==> config.mk <==
export PLATFORM = sky130hd
export DESIGN_NAME = http_upload_request_parser_flat
export DESIGN_NICKNAME = d
export VERILOG_FILES = /design/src/hurp_pkg.sv /design/src/hurp_if.sv /design/src/http_upload_request_parser.sv /design/src/hurp_front.sv /design/src/hurp_fifo.sv /design/src/hurp_back.sv /design/src/flat_wrapper.sv
export SDC_FILE = /design/constraint.sdc
export NUM_CORES = 2
export LEC_CHECK = 0
export ABC_AREA = 1
export BUFFER_PORTS_ARGS = -buffer_cell sky130_fd_sc_hd__clkbuf_2
export CAP_MARGIN = 5
export CORE_UTILIZATION = 65
export CTS_CLUSTER_DIAMETER = 150
export DETAILED_ROUTE_END_ITERATION = 8
export GPL_TIMING_DRIVEN = 0
export PLACE_DENSITY_LB_ADDON = 0.12
export SKIP_CTS_REPAIR_TIMING = 1
export SLEW_MARGIN = 10
export SYNTH_ARGS = -nofsm -noshare
export SYNTH_HDL_FRONTEND = slang
export SYNTH_SLANG_ARGS = --single-unit
==> constraint.sdc <==
create_clock -name clk -period 16.15 [get_ports clk]
set_input_delay 1.615 -clock clk [delete_from_list [all_inputs] [get_ports clk]]
set_output_delay 1.615 -clock clk [all_outputs]
set_load 0.03 [all_outputs]
==> src/hurp_pkg.sv <==
// Shared types, constants and helpers of the HTTP upload request parser.
package hurp_pkg;

  localparam int LINE_LEN     = 1024;
  localparam int NAME_LEN     = 128;
  localparam int FRAGMENT_MAX = 500;
  localparam int FIFO_DEPTH   = 4;

  localparam int FILL_W     = $clog2(LINE_LEN);
  localparam int FRAG_W     = $clog2(FRAGMENT_MAX + 1);
  localparam int NAME_LIMIT = (NAME_LEN < 255) ? NAME_LEN : 255;
  localparam int LEN_POS    = 16;
  localparam int METHOD_MIN = 14;
  localparam int KEY_LEN    = 10;

  localparam logic [7:0] CH_CR    = 8'h0d;
  localparam logic [7:0] CH_LF    = 8'h0a;
  localparam logic [7:0] CH_SP    = 8'h20;
  localparam logic [7:0] CH_QUOTE = 8'h22;
  localparam logic [7:0] CH_PLUS  = 8'h2b;
  localparam logic [7:0] CH_MINUS = 8'h2d;
  localparam logic [7:0] CH_F     = 8'h66;

  localparam int PAT_W = 24 * 8;
  localparam int NPAT  = 9;

  localparam int PI_GET  = 0;
  localparam int PI_POST = 1;
  localparam int PI_UPL  = 2;
  localparam int PI_ROOT = 3;
  localparam int PI_CL   = 4;
  localparam int PI_CT   = 5;
  localparam int PI_MP   = 6;
  localparam int PI_AO   = 7;
  localparam int PI_CD   = 8;

  localparam logic [PAT_W-1:0] PAT_STR [NPAT] = '{
    PAT_W'("GET"),
    PAT_W'("POST"),
    PAT_W'("/upload?X-Filename"),
    PAT_W'("/ "),
    PAT_W'("Content-Length:"),
    PAT_W'("Content-Type:"),
    PAT_W'("multipart/form-data"),
    PAT_W'("application/octet-stream"),
    PAT_W'("Content-Disposition:")
  };
  localparam int PAT_LEN [NPAT] = '{3, 4, 18, 2, 15, 13, 19, 24, 20};
  localparam int PAT_OFF [NPAT] = '{0, 0, 5, 4, 0, 0, 14, 14, 0};

  localparam logic [8*KEY_LEN-1:0] NAME_KEY = "filename=\"";

  localparam int PF_POST   = 0;
  localparam int PF_SUBMIT = 1;
  localparam int PF_BODY   = 2;
  localparam int PF_FILE   = 3;

  typedef enum logic [2:0] {
    PH_METHOD  = 3'd0,
    PH_HEADER  = 3'd1,
    PH_DONE    = 3'd2,
    PH_CONTENT = 3'd3,
    PH_FILE    = 3'd4,
    PH_FAIL    = 3'd5
  } phase_t;

  typedef enum logic [1:0] {
    RK_NONE   = 2'd0,
    RK_ROOT   = 2'd1,
    RK_UPLOAD = 2'd2
  } rkind_t;

  typedef enum logic [2:0] {
    KIND_START = 3'd0,
    KIND_BYTE  = 3'd1,
    KIND_ROOT  = 3'd2,
    KIND_OK    = 3'd3,
    KIND_BAD   = 3'd4
  } kind_t;

  typedef enum logic [1:0] {
    V_NONE = 2'd0,
    V_ROOT = 2'd1,
    V_OK   = 2'd2,
    V_BAD  = 2'd3
  } verdict_t;

  typedef enum logic [1:0] {
    LP_WS   = 2'd0,
    LP_DIG  = 2'd1,
    LP_STOP = 2'd2
  } lparse_t;

  typedef struct packed {
    logic        has_start;
    logic        has_byte;
    verdict_t    verdict;
    logic [7:0]  data;
    logic [30:0] part;
    logic        fend;
    logic        fin;
    logic [31:0] size;
    logic [7:0]  nlen;
  } cmd_t;

  function automatic logic pat_ok(input int idx, input logic [FILL_W-1:0] pos,
                                  input logic [7:0] b);
    int rel;
    rel = int'(pos) - PAT_OFF[idx];
    if (rel < 0 || rel >= PAT_LEN[idx]) return 1'b1;
    return b == PAT_STR[idx][8*(PAT_LEN[idx]-1-rel) +: 8];
  endfunction

  function automatic logic [FILL_W-1:0] pat_end(input int idx);
    return FILL_W'(PAT_OFF[idx] + PAT_LEN[idx]);
  endfunction

  function automatic logic [7:0] key_char(input logic [3:0] k);
    return NAME_KEY[8*(KEY_LEN-1-int'(k)) +: 8];
  endfunction

endpackage

==> src/hurp_if.sv <==
// Request and result channel interfaces of the HTTP upload request parser.
interface hurp_in_if;
  logic       valid;
  logic       ready;
  logic       conn_start;
  logic [7:0] data_byte;
  logic       packet_end;

  modport source (output valid, conn_start, data_byte, packet_end, input ready);
  modport sink   (input valid, conn_start, data_byte, packet_end, output ready);
endinterface

interface hurp_out_if;
  logic        valid;
  logic        ready;
  logic [2:0]  out_kind;
  logic [7:0]  out_byte;
  logic [30:0] part_index;
  logic        fragment_end;
  logic        final_fragment;
  logic [31:0] body_size;
  logic [7:0]  name_length;
  logic        last;

  modport source (output valid, out_kind, out_byte, part_index, fragment_end,
                  final_fragment, body_size, name_length, last, input ready);
  modport sink   (input valid, out_kind, out_byte, part_index, fragment_end,
                  final_fragment, body_size, name_length, last, output ready);
endinterface

==> src/http_upload_request_parser.sv <==
// Top level of the HTTP upload request parser.
// Input channel in_ch carries one received TCP byte per request, with
// conn_start (clear parse state before this byte) and packet_end.
// Output channel out_ch carries result requests: file start, file byte,
// root page, upload ok or bad request; last marks the final result of a byte.
// The front end takes one byte per cycle while the queue has room and
// updates all line matchers, the length parser and the name search on the
// fly, so a CR judges its line in the same cycle. It queues a command per
// byte that has results in a four-entry queue; bytes without results queue
// nothing. The back end issues one result per cycle from that command
// while out_ch is not stalled, and pops the next command only after all
// results of the current one (1 to 3 per byte) are issued.
// A byte's first result passes the queue, the command register and the
// output register. A stalled receiver fills the output register, the
// command register and then the queue, after which in_ch.ready drops.
// A synchronous active-low reset clears the parse state, empties the queue
// and drops out_ch.valid; no clearing pass is needed.
module http_upload_request_parser (
  input  logic       clk,
  input  logic       rst_n,
  hurp_in_if.sink    in_ch,
  hurp_out_if.source out_ch
);

  logic           q_push, q_full, q_pop, q_empty;
  hurp_pkg::cmd_t q_data, q_head;

  hurp_front u_front (
    .clk    (clk),
    .rst_n  (rst_n),
    .in_ch  (in_ch),
    .q_full (q_full),
    .q_push (q_push),
    .q_data (q_data)
  );

  hurp_fifo u_fifo (
    .clk       (clk),
    .rst_n     (rst_n),
    .push      (q_push),
    .push_data (q_data),
    .full      (q_full),
    .pop       (q_pop),
    .head      (q_head),
    .empty     (q_empty)
  );

  hurp_back u_back (
    .clk     (clk),
    .rst_n   (rst_n),
    .q_empty (q_empty),
    .q_head  (q_head),
    .q_pop   (q_pop),
    .out_ch  (out_ch)
  );

endmodule

==> src/hurp_front.sv <==
// Front end: accepts request bytes, tracks line matches and parse state, emits commands.
module hurp_front (
  input  logic                  clk,
  input  logic                  rst_n,
  hurp_in_if.sink               in_ch,
  input  logic                  q_full,
  output logic                  q_push,
  output hurp_pkg::cmd_t        q_data
);

  hurp_pkg::phase_t               phase_r, phase_nxt, e_phase;
  hurp_pkg::rkind_t               rk_r, rk_nxt, e_rk;
  logic [3:0]                     pf_r, pf_nxt, e_pf;
  logic [hurp_pkg::FILL_W-1:0]    fill_r, fill_nxt, e_fill;
  logic [7:0]                     fnl_r, fnl_nxt, e_fnl;
  logic [31:0]                    ds_r, ds_nxt, e_ds;
  logic [31:0]                    bc_r, bc_nxt, e_bc;
  logic [30:0]                    fn_r, fn_nxt, e_fn;
  logic [hurp_pkg::FRAG_W-1:0]    ff_r, ff_nxt, e_ff;

  logic [hurp_pkg::NPAT-1:0]      pm_r, pm_nxt, pm_cur, pdone;
  logic                           sp_r, sp_nxt, sp_cur;
  hurp_pkg::lparse_t              lst_r, lst_nxt, lst_cur;
  logic                           lneg_r, lneg_nxt, lneg_cur;
  logic [31:0]                    lval_r, lval_nxt, lval_cur, lparsed;
  logic [3:0]                     kidx_r, kidx_nxt, kidx_cur;
  logic                           nfnd_r, nfnd_nxt, nfnd_cur;
  logic                           nzero_r, nzero_nxt, nzero_cur;
  logic                           nquo_r, nquo_nxt, nquo_cur;
  logic [7:0]                     ncnt_r, ncnt_nxt, ncnt_cur;

  logic                           accept, line_new, is_ws, is_dig, fend;
  logic [7:0]                     b;
  logic [31:0]                    dig;
  hurp_pkg::cmd_t                 cmd;

  assign in_ch.ready = !q_full;
  assign accept      = in_ch.valid && in_ch.ready;
  assign b           = in_ch.data_byte;
  assign is_ws       = (b == hurp_pkg::CH_SP) || (b >= 8'd9 && b <= 8'd13);
  assign is_dig      = (b >= 8'h30) && (b <= 8'h39);
  assign dig         = {24'd0, b - 8'h30};

  always_comb begin
    e_phase = in_ch.conn_start ? hurp_pkg::PH_METHOD : phase_r;
    e_rk    = in_ch.conn_start ? hurp_pkg::RK_NONE : rk_r;
    e_pf    = in_ch.conn_start ? 4'd0 : pf_r;
    e_fill  = in_ch.conn_start ? '0 : fill_r;
    e_fnl   = in_ch.conn_start ? 8'd0 : fnl_r;
    e_ds    = in_ch.conn_start ? 32'd0 : ds_r;
    e_bc    = in_ch.conn_start ? 32'd0 : bc_r;
    e_fn    = in_ch.conn_start ? 31'd0 : fn_r;
    e_ff    = in_ch.conn_start ? '0 : ff_r;

    line_new  = (e_fill == '0);
    pm_cur    = line_new ? '1 : pm_r;
    sp_cur    = line_new ? 1'b0 : sp_r;
    lst_cur   = line_new ? hurp_pkg::LP_WS : lst_r;
    lneg_cur  = line_new ? 1'b0 : lneg_r;
    lval_cur  = line_new ? 32'd0 : lval_r;
    kidx_cur  = line_new ? 4'd0 : kidx_r;
    nfnd_cur  = line_new ? 1'b0 : nfnd_r;
    nzero_cur = line_new ? 1'b0 : nzero_r;
    nquo_cur  = line_new ? 1'b0 : nquo_r;
    ncnt_cur  = line_new ? 8'd0 : ncnt_r;

    for (int i = 0; i < hurp_pkg::NPAT; i++) begin
      pdone[i] = pm_cur[i] && (e_fill >= hurp_pkg::pat_end(i));
    end
    lparsed = lneg_cur ? (32'd0 - lval_cur) : lval_cur;

    phase_nxt = e_phase;
    rk_nxt    = e_rk;
    pf_nxt    = e_pf;
    fill_nxt  = e_fill;
    fnl_nxt   = e_fnl;
    ds_nxt    = e_ds;
    bc_nxt    = e_bc;
    fn_nxt    = e_fn;
    ff_nxt    = e_ff;
    pm_nxt    = pm_cur;
    sp_nxt    = sp_cur;
    lst_nxt   = lst_cur;
    lneg_nxt  = lneg_cur;
    lval_nxt  = lval_cur;
    kidx_nxt  = kidx_cur;
    nfnd_nxt  = nfnd_cur;
    nzero_nxt = nzero_cur;
    nquo_nxt  = nquo_cur;
    ncnt_nxt  = ncnt_cur;
    fend      = 1'b0;
    cmd       = '0;

    if (e_phase == hurp_pkg::PH_FILE) begin
      bc_nxt = e_bc + 32'd1;
      if (e_pf[hurp_pkg::PF_FILE] || b != hurp_pkg::CH_LF) begin
        cmd.has_start = !e_pf[hurp_pkg::PF_FILE];
        cmd.size      = e_ds;
        cmd.nlen      = e_fnl;
        pf_nxt[hurp_pkg::PF_FILE] = 1'b1;
        ff_nxt = e_ff + 1'b1;
        fend   = in_ch.packet_end || (ff_nxt >= hurp_pkg::FRAG_W'(hurp_pkg::FRAGMENT_MAX));
        cmd.has_byte = 1'b1;
        cmd.data     = b;
        cmd.part     = e_fn;
        cmd.fend     = fend;
        cmd.fin      = fend && (bc_nxt == e_ds);
        if (fend) begin
          fn_nxt = e_fn + 31'd1;
          ff_nxt = '0;
        end
      end
    end else begin
      if (e_pf[hurp_pkg::PF_BODY]) bc_nxt = e_bc + 32'd1;
      if (!(line_new && b == hurp_pkg::CH_LF)) begin
        if (e_phase == hurp_pkg::PH_CONTENT && !e_pf[hurp_pkg::PF_BODY]) begin
          bc_nxt = 32'd1;
          pf_nxt[hurp_pkg::PF_BODY] = 1'b1;
        end
        if (b == hurp_pkg::CH_CR) begin
          unique case (e_phase)
            hurp_pkg::PH_METHOD: begin
              if (e_fill < hurp_pkg::FILL_W'(hurp_pkg::METHOD_MIN)) begin
                phase_nxt = hurp_pkg::PH_FAIL;
              end else if (pdone[hurp_pkg::PI_GET]) begin
                if (pdone[hurp_pkg::PI_ROOT]) begin
                  rk_nxt    = hurp_pkg::RK_ROOT;
                  phase_nxt = hurp_pkg::PH_HEADER;
                end else begin
                  phase_nxt = hurp_pkg::PH_FAIL;
                end
              end else if (pdone[hurp_pkg::PI_POST]) begin
                pf_nxt[hurp_pkg::PF_POST] = 1'b1;
                if (sp_cur && pdone[hurp_pkg::PI_UPL]) begin
                  rk_nxt    = hurp_pkg::RK_UPLOAD;
                  phase_nxt = hurp_pkg::PH_HEADER;
                end else begin
                  phase_nxt = hurp_pkg::PH_FAIL;
                end
              end else begin
                phase_nxt = hurp_pkg::PH_FAIL;
              end
            end
            hurp_pkg::PH_HEADER: begin
              if (line_new) begin
                phase_nxt = e_pf[hurp_pkg::PF_POST] ? hurp_pkg::PH_CONTENT : hurp_pkg::PH_DONE;
              end else if (e_pf[hurp_pkg::PF_POST]) begin
                if (pdone[hurp_pkg::PI_CL]) begin
                  ds_nxt = lparsed;
                end else if (pdone[hurp_pkg::PI_CT]) begin
                  if (pdone[hurp_pkg::PI_MP] || pdone[hurp_pkg::PI_AO]) begin
                    pf_nxt[hurp_pkg::PF_SUBMIT] = 1'b1;
                  end else begin
                    phase_nxt = hurp_pkg::PH_FAIL;
                  end
                end
              end
            end
            hurp_pkg::PH_CONTENT: begin
              if (line_new) begin
                phase_nxt = (e_ds != 32'd0 && e_fnl != 8'd0) ? hurp_pkg::PH_FILE
                                                             : hurp_pkg::PH_FAIL;
              end else if (pdone[hurp_pkg::PI_CD] && nfnd_cur) begin
                fnl_nxt = ncnt_cur;
              end
            end
            default: begin
            end
          endcase
          fill_nxt = '0;
        end else begin
          fill_nxt = e_fill + 1'b1;
          for (int i = 0; i < hurp_pkg::NPAT; i++) begin
            pm_nxt[i] = pm_cur[i] && hurp_pkg::pat_ok(i, e_fill, b);
          end
          if (e_fill >= hurp_pkg::FILL_W'(5) && b == hurp_pkg::CH_SP) sp_nxt = 1'b1;
          if (e_fill >= hurp_pkg::FILL_W'(hurp_pkg::LEN_POS)) begin
            unique case (lst_cur)
              hurp_pkg::LP_WS: begin
                if (is_ws) begin
                  lst_nxt = hurp_pkg::LP_WS;
                end else if (b == hurp_pkg::CH_PLUS || b == hurp_pkg::CH_MINUS) begin
                  lneg_nxt = (b == hurp_pkg::CH_MINUS);
                  lst_nxt  = hurp_pkg::LP_DIG;
                end else if (is_dig) begin
                  lval_nxt = dig;
                  lst_nxt  = hurp_pkg::LP_DIG;
                end else begin
                  lst_nxt = hurp_pkg::LP_STOP;
                end
              end
              hurp_pkg::LP_DIG: begin
                if (is_dig) begin
                  lval_nxt = (lval_cur << 3) + (lval_cur << 1) + dig;
                end else begin
                  lst_nxt = hurp_pkg::LP_STOP;
                end
              end
              default: begin
                lst_nxt = hurp_pkg::LP_STOP;
              end
            endcase
          end
          if (!nzero_cur) begin
            if (b == 8'd0) begin
              nzero_nxt = 1'b1;
            end else if (!nfnd_cur) begin
              if (b == hurp_pkg::key_char(kidx_cur)) begin
                kidx_nxt = kidx_cur + 4'd1;
                if (kidx_cur == 4'(hurp_pkg::KEY_LEN - 1)) nfnd_nxt = 1'b1;
              end else begin
                kidx_nxt = (b == hurp_pkg::CH_F) ? 4'd1 : 4'd0;
              end
            end else if (!nquo_cur) begin
              if (b == hurp_pkg::CH_QUOTE) begin
                nquo_nxt = 1'b1;
              end else if (ncnt_cur < 8'(hurp_pkg::NAME_LIMIT)) begin
                ncnt_nxt = ncnt_cur + 8'd1;
              end
            end
          end
          if (fill_nxt >= hurp_pkg::FILL_W'(hurp_pkg::LINE_LEN - 1)) begin
            phase_nxt = hurp_pkg::PH_FAIL;
            fill_nxt  = '0;
          end
        end
      end
    end

    if (in_ch.packet_end) begin
      ff_nxt = '0;
      if (phase_nxt == hurp_pkg::PH_FILE && bc_nxt == ds_nxt) phase_nxt = hurp_pkg::PH_DONE;
      priority if (phase_nxt == hurp_pkg::PH_FAIL) begin
        cmd.verdict = hurp_pkg::V_BAD;
      end else if (phase_nxt == hurp_pkg::PH_DONE && rk_nxt == hurp_pkg::RK_ROOT) begin
        cmd.verdict = hurp_pkg::V_ROOT;
      end else if (phase_nxt == hurp_pkg::PH_DONE && rk_nxt == hurp_pkg::RK_UPLOAD) begin
        cmd.verdict = hurp_pkg::V_OK;
      end else begin
        cmd.verdict = hurp_pkg::V_NONE;
      end
    end
  end

  assign q_data = cmd;
  assign q_push = accept && (cmd.has_start || cmd.has_byte || cmd.verdict != hurp_pkg::V_NONE);

  always_ff @(posedge clk) begin
    if (!rst_n) begin
      phase_r <= hurp_pkg::PH_METHOD;
      rk_r    <= hurp_pkg::RK_NONE;
      pf_r    <= 4'd0;
      fill_r  <= '0;
      fnl_r   <= 8'd0;
      ds_r    <= 32'd0;
      bc_r    <= 32'd0;
      fn_r    <= 31'd0;
      ff_r    <= '0;
    end else if (accept) begin
      phase_r <= phase_nxt;
      rk_r    <= rk_nxt;
      pf_r    <= pf_nxt;
      fill_r  <= fill_nxt;
      fnl_r   <= fnl_nxt;
      ds_r    <= ds_nxt;
      bc_r    <= bc_nxt;
      fn_r    <= fn_nxt;
      ff_r    <= ff_nxt;
    end
  end

  always_ff @(posedge clk) begin
    if (accept) begin
      pm_r    <= pm_nxt;
      sp_r    <= sp_nxt;
      lst_r   <= lst_nxt;
      lneg_r  <= lneg_nxt;
      lval_r  <= lval_nxt;
      kidx_r  <= kidx_nxt;
      nfnd_r  <= nfnd_nxt;
      nzero_r <= nzero_nxt;
      nquo_r  <= nquo_nxt;
      ncnt_r  <= ncnt_nxt;
    end
  end

endmodule

==> src/hurp_fifo.sv <==
// Short command queue between the front and back ends.
module hurp_fifo (
  input  logic           clk,
  input  logic           rst_n,
  input  logic           push,
  input  hurp_pkg::cmd_t push_data,
  output logic           full,
  input  logic           pop,
  output hurp_pkg::cmd_t head,
  output logic           empty
);

  localparam int PTR_W = $clog2(hurp_pkg::FIFO_DEPTH);
  localparam int CNT_W = $clog2(hurp_pkg::FIFO_DEPTH + 1);

  hurp_pkg::cmd_t   mem_r [hurp_pkg::FIFO_DEPTH];
  logic [PTR_W-1:0] wr_r, rd_r;
  logic [CNT_W-1:0] cnt_r;
  logic             do_push, do_pop;

  assign full    = (cnt_r == CNT_W'(hurp_pkg::FIFO_DEPTH));
  assign empty   = (cnt_r == '0);
  assign do_push = push && !full;
  assign do_pop  = pop && !empty;
  assign head    = mem_r[rd_r];

  always_ff @(posedge clk) begin
    if (!rst_n) begin
      wr_r  <= '0;
      rd_r  <= '0;
      cnt_r <= '0;
    end else begin
      if (do_push) wr_r <= (wr_r == PTR_W'(hurp_pkg::FIFO_DEPTH - 1)) ? '0 : wr_r + 1'b1;
      if (do_pop)  rd_r <= (rd_r == PTR_W'(hurp_pkg::FIFO_DEPTH - 1)) ? '0 : rd_r + 1'b1;
      if (do_push && !do_pop) cnt_r <= cnt_r + 1'b1;
      else if (do_pop && !do_push) cnt_r <= cnt_r - 1'b1;
    end
  end

  always_ff @(posedge clk) begin
    if (do_push) mem_r[wr_r] <= push_data;
  end

endmodule

==> src/hurp_back.sv <==
// Back end: expands queued commands into result requests on the output register.
module hurp_back (
  input  logic           clk,
  input  logic           rst_n,
  input  logic           q_empty,
  input  hurp_pkg::cmd_t q_head,
  output logic           q_pop,
  hurp_out_if.source     out_ch
);

  hurp_pkg::cmd_t cur_r, cur_nxt;
  logic           cur_valid_r, cur_valid_nxt;
  logic [2:0]     msk_r, msk_nxt;
  logic           ov_r, ov_nxt;
  logic [2:0]     kind_r, kind_nxt;
  logic [7:0]     byte_r, byte_nxt;
  logic [30:0]    part_r, part_nxt;
  logic           fend_r, fend_nxt;
  logic           fin_r, fin_nxt;
  logic [31:0]    size_r, size_nxt;
  logic [7:0]     nlen_r, nlen_nxt;
  logic           last_r, last_nxt;
  logic           load_out;

  assign load_out = !ov_r || out_ch.ready;
  assign q_pop    = !cur_valid_r && !q_empty;

  always_comb begin
    cur_nxt       = cur_r;
    cur_valid_nxt = cur_valid_r;
    msk_nxt       = msk_r;
    ov_nxt        = ov_r;
    kind_nxt      = kind_r;
    byte_nxt      = byte_r;
    part_nxt      = part_r;
    fend_nxt      = fend_r;
    fin_nxt       = fin_r;
    size_nxt      = size_r;
    nlen_nxt      = nlen_r;
    last_nxt      = last_r;

    if (load_out) begin
      ov_nxt = cur_valid_r;
      if (cur_valid_r) begin
        byte_nxt = 8'd0;
        part_nxt = 31'd0;
        fend_nxt = 1'b0;
        fin_nxt  = 1'b0;
        size_nxt = 32'd0;
        nlen_nxt = 8'd0;
        priority if (msk_r[0]) begin
          kind_nxt   = hurp_pkg::KIND_START;
          size_nxt   = cur_r.size;
          nlen_nxt   = cur_r.nlen;
          msk_nxt[0] = 1'b0;
        end else if (msk_r[1]) begin
          kind_nxt   = hurp_pkg::KIND_BYTE;
          byte_nxt   = cur_r.data;
          part_nxt   = cur_r.part;
          fend_nxt   = cur_r.fend;
          fin_nxt    = cur_r.fin;
          msk_nxt[1] = 1'b0;
        end else begin
          unique case (cur_r.verdict)
            hurp_pkg::V_ROOT: kind_nxt = hurp_pkg::KIND_ROOT;
            hurp_pkg::V_OK:   kind_nxt = hurp_pkg::KIND_OK;
            default:          kind_nxt = hurp_pkg::KIND_BAD;
          endcase
          msk_nxt[2] = 1'b0;
        end
        last_nxt = (msk_nxt == 3'd0);
        if (msk_nxt == 3'd0) cur_valid_nxt = 1'b0;
      end
    end

    if (q_pop) begin
      cur_nxt       = q_head;
      cur_valid_nxt = 1'b1;
      msk_nxt       = {q_head.verdict != hurp_pkg::V_NONE, q_head.has_byte, q_head.has_start};
    end
  end

  always_ff @(posedge clk) begin
    if (!rst_n) begin
      cur_valid_r <= 1'b0;
      ov_r        <= 1'b0;
      msk_r       <= 3'd0;
    end else begin
      cur_valid_r <= cur_valid_nxt;
      ov_r        <= ov_nxt;
      msk_r       <= msk_nxt;
    end
  end

  always_ff @(posedge clk) begin
    cur_r  <= cur_nxt;
    kind_r <= kind_nxt;
    byte_r <= byte_nxt;
    part_r <= part_nxt;
    fend_r <= fend_nxt;
    fin_r  <= fin_nxt;
    size_r <= size_nxt;
    nlen_r <= nlen_nxt;
    last_r <= last_nxt;
  end

  assign out_ch.valid          = ov_r;
  assign out_ch.out_kind       = kind_r;
  assign out_ch.out_byte       = byte_r;
  assign out_ch.part_index     = part_r;
  assign out_ch.fragment_end   = fend_r;
  assign out_ch.final_fragment = fin_r;
  assign out_ch.body_size      = size_r;
  assign out_ch.name_length    = nlen_r;
  assign out_ch.last           = last_r;

endmodule

==> src/flat_wrapper.sv <==
// flat-port wrapper written by rule: the top's interface ports become plain ports
module http_upload_request_parser_flat 
  (clk, rst_n, in_ch_valid, in_ch_conn_start, in_ch_data_byte, in_ch_packet_end, in_ch_ready, out_ch_valid, out_ch_out_kind, out_ch_out_byte, out_ch_part_index, out_ch_fragment_end, out_ch_final_fragment, out_ch_body_size, out_ch_name_length, out_ch_last, out_ch_ready);
  hurp_in_if in_ch_i ();
  hurp_out_if out_ch_i ();
  input  logic clk;
  input  logic rst_n;
  input wire logic [$bits(in_ch_i.valid)-1:0] in_ch_valid;
  input wire logic [$bits(in_ch_i.conn_start)-1:0] in_ch_conn_start;
  input wire logic [$bits(in_ch_i.data_byte)-1:0] in_ch_data_byte;
  input wire logic [$bits(in_ch_i.packet_end)-1:0] in_ch_packet_end;
  output wire logic [$bits(in_ch_i.ready)-1:0] in_ch_ready;
  output wire logic [$bits(out_ch_i.valid)-1:0] out_ch_valid;
  output wire logic [$bits(out_ch_i.out_kind)-1:0] out_ch_out_kind;
  output wire logic [$bits(out_ch_i.out_byte)-1:0] out_ch_out_byte;
  output wire logic [$bits(out_ch_i.part_index)-1:0] out_ch_part_index;
  output wire logic [$bits(out_ch_i.fragment_end)-1:0] out_ch_fragment_end;
  output wire logic [$bits(out_ch_i.final_fragment)-1:0] out_ch_final_fragment;
  output wire logic [$bits(out_ch_i.body_size)-1:0] out_ch_body_size;
  output wire logic [$bits(out_ch_i.name_length)-1:0] out_ch_name_length;
  output wire logic [$bits(out_ch_i.last)-1:0] out_ch_last;
  input wire logic [$bits(out_ch_i.ready)-1:0] out_ch_ready;
  assign in_ch_i.valid = in_ch_valid;
  assign in_ch_i.conn_start = in_ch_conn_start;
  assign in_ch_i.data_byte = in_ch_data_byte;
  assign in_ch_i.packet_end = in_ch_packet_end;
  assign in_ch_ready = in_ch_i.ready;
  assign out_ch_valid = out_ch_i.valid;
  assign out_ch_out_kind = out_ch_i.out_kind;
  assign out_ch_out_byte = out_ch_i.out_byte;
  assign out_ch_part_index = out_ch_i.part_index;
  assign out_ch_fragment_end = out_ch_i.fragment_end;
  assign out_ch_final_fragment = out_ch_i.final_fragment;
  assign out_ch_body_size = out_ch_i.body_size;
  assign out_ch_name_length = out_ch_i.name_length;
  assign out_ch_last = out_ch_i.last;
  assign out_ch_i.ready = out_ch_ready;
  http_upload_request_parser u_core (.clk(clk), .rst_n(rst_n), .in_ch(in_ch_i), .out_ch(out_ch_i));
endmodule
==> run_results.csv <==
group,metric,value,unit
run_status,outcome,"complete, no violations",
critical_path,critPathBufInv,12,
sta,slew_headroom,16.19,%
layout,diodes,0,
synthesis,synth_edf_count,568,
floorplan,die_area,0.06265,mm2
global_routing,antenna_found_initial,0,
power,ir_drop,0.09793,mV
clock_tree,clock_sinks,712,
floorplan,die_y,250.3,um
synthesis,synthArstFlopShare,0,%
sta,slew_viol_final,0,
synthesis,ys_types,70,
critical_path,cpMaxStageDelayCell,"buf_1",
synthesis,avgSynthCellArea,8.299,um2
power,leakage,17.63,nW
power,pwr-share-comb,38.8,%
sta,period_needed,9.044,ns
sta,whs,0.4691,ns
flow_run,cap_violations,0,
routing,wl_per_cell,21.24,um
routing,dr_total_vias,36440,
routing,drtAntennaViolNets,0,
sta,fmax,110.6,MHz
power,power_density,154.1,mW/mm2
clock_tree,cts.htree.levels,3,
sta,hold_violations,0,
critical_path,crit_type,"input pin to flop",
global_routing,grt_max_degree,59,
critical_path,worst-endpoint-required,16.47,ns
clock_tree,cts_buffers,74,
layout,layout-drive-gt1-share,7.400,%
synthesis,synthCells,4829,
min_path,hp-class,"flop to flop",
synthesis,synth_ff_type,"edfxtp_1",
floorplan,rows,90,
place,dp_hpwl,89.06,mm
synthesis,synthTopCellsByArea,"edfxtp_1, nand2_1, dfxtp_1",
sta,worst_pin_slew,1.248,ns
critical_path,worstPathArrival,9.36,ns
routing,drc,0,
floorplan,die_x,250.3,um
floorplan,ios,101,
synthesis,synth_top_area_share,42.56,%
synthesis,ys_warn_count,0,
layout,final_nets,5136,
critical_path,cpPeakStageDelay,0.68,ns
routing,wl,124.5,mm
global_routing,gr-total-overflow,0,
sta,grt_setup_unrepaired,"false",
power,clkPwrFrac,24.7,%
global_routing,grt_usage,39.21,%
clock_tree,cts.clk_slew.worst_paths,0.06,ns
power,power_switching_share,40.07,%
synthesis,yosys_register_bits,712,
critical_path,cpMostUsedCell,"nand2_1",
layout,layout_commonest_cell,"nand2_1",
power,pwr-share-seq,36.6,%
synthesis,seq_area_frac_synth,49.75,%
floorplan,initial_core_util,66.15,%
clock_tree,cts_root_buf,"clkbuf_16",
critical_path,end_kind,"flop",
sta,setup_viol,0,
power,p_int,0.004099,W
layout,area_growth,10.76,%
synthesis,synth_top_area_cell,"edfxtp_1",
floorplan,core_area,0.06058,mm2
critical_path,cp_top_family,"simple AND/OR/NAND/NOR gates",
place,port_buffers,97,
synthesis,netlist_area,0.04008,mm2
routing,drt-vias-per-instance,6.215,
layout,final_cell_mix,"nand2_1, nor2_1, inv_1",
sta,fin_skew,0.02745,ns
synthesis,synth_nets,4944,
routing,drt-initial-drc-count,4929,
critical_path,cp-start-kind,"input pin",
critical_path,path_max_fanout,18,
clock_tree,clockBufferDepth,3,
place,globalplace.congestion,1.053,
clock_tree,clk_latency,0.63,ns
global_routing,grt_pass1_wl,190.2,mm
global_routing,first_global_vias,33930,
sta,period_share,56.00,%
sta,setup_tns,0,ns
power,p_sw,0.002741,W
routing,firstDrtPassIters,7,
clock_tree,cts_tree,"built",
## final cells by class
| cell class | instances | area (um2) |
|---|---|---|
| flip-flops and latches | 712 | 19940 |
| multi-input cells | 3287 | 16940 |
| fillers | 4609 | 16200 |
| inverters | 638 | 2397 |
| clock buffers | 103 | 2022 |
| well taps | 782 | 978.4 |
| repair buffers | 116 | 910.9 |
| plain buffers | 192 | 835.8 |
| clock inverters | 33 | 360.3 |
## cell families after synthesis
kind of cell	synth area share [%]
and+or+nand+nor	21.06
AOI/OAI and AO/OA	15.21
buffers and inverters	8.058
DFF	49.75
xor gates and xnor gates	2.638
adders and majority gates	3.284
## power by group through the flow
stage	Combinational (W)	Clock [W]	Sequential, W
2_1_floorplan	0.00168	0	0.00266
3_3_place_gp	0.00247	0	0.00257
3_5_place_dp	0.00256	0	0.00253
4_1_cts	0.00259	0.00168	0.00250
5_1_grt	0.00290	0.00175	0.00253
6_report	0.00265	0.00169	0.00250
## registers in the layout, summed over array words and instances, names as in the netlist, 9 cells and up, named ones only
signal / cells
u_core.u_front.ff_r: 9
u_core.u_front.fill_r: 10
u_core.u_front.lval_r: 32
u_core.u_fifo.mem_r: 340
u_core.u_front.ds_r: 32
u_core.u_front.pm_r: 9
u_core.u_front.fn_r: 31
u_core.u_back.out_ch.body_size: 32
u_core.u_back.out_ch.part_index: 31
u_core.u_front.bc_r: 32
u_core.u_back.cur_r: 83
## worst min-delay path: stages, from the launching register on
cell,delay (ns)
dfxtp_1,0.31
nand2_1,0.06
a21oi_1,0.05
## synth_stat cells (5+ instances only)
library cell	count
buf_2	20
o2111ai_1	12
a31oi_1	20
buf_1	16
o21ai_0	490
nand2_1	852
buf_6	7
or2_2	9
a21boi_0	6
ha_1	94
a22oi_1	5
fa_1	7
o22ai_1	128
nor2_2	29
nand3_1	212
o221ai_1	22
o21ai_1	36
clkinv_1	12
o31ai_1	16
xnor2_1	15
edfxtp_1	568
dfxtp_1	144
a221oi_1	23
o211ai_1	28
clkbuf_1	142
nor2_4	5
nor3_1	83
nand3b_1	11
a211oi_1	7
nand2_4	8
nand2_2	18
xor2_1	102
o21ai_2	7
a21oi_1	243
inv_1	599
nand4_1	49
nor4_1	21
inv_2	26
buf_4	6
o311ai_0	6
nor2_1	674
## metal layers
| metal | vias up | routed length, um | GRT usage (%) |
|---|---|---|---|
| met5 | - | 0 | 0 |
| met4 | 0 | 5986 | 19.19 |
| met3 | 386 | 13440 | 6.069 |
| met2 | 2382 | 56860 | 62.56 |
| met1 | 16870 | 48230 | 52.46 |
| li1 | 16810 | - | - |
## path summary, 6_finish.rpt
check	start	end	slack, ns	depth (start not counted)
worst max-delay path	in_ch_conn_start	u_core.u_fifo.mem_r[1][65]$_DFFE_PP_	7.11	42
worst min-delay path	u_core.u_front.ff_r[6]$_SDFFE_PN0P_	u_core.u_front.ff_r[6]$_SDFFE_PN0P_	0.47	2
worst max register to register	u_core.u_front.fill_r[0]$_SDFFE_PN0P_	u_core.u_fifo.mem_r[1][65]$_DFFE_PP_	8.22	38
worst min register to register	u_core.u_front.ff_r[6]$_SDFFE_PN0P_	u_core.u_front.ff_r[6]$_SDFFE_PN0P_	0.47	2
## through the flow
step	utilization (%)	cell area [um2]	power (W)	cells	setup WS [ns]
after floorplan	-	40080	0.004349	4829	7.604
after global placement	68.57	41540	0.005036	5708	4.052
after detailed placement	69.33	42000	0.005091	5727	6.787
after CTS	73.27	44390	0.006773	5863	7.368
after global routing	73.27	44390	0.007180	5863	6.745
final	73.27	44390	0.006840	5863	7.106
Power figures use the tool's default switching activity.
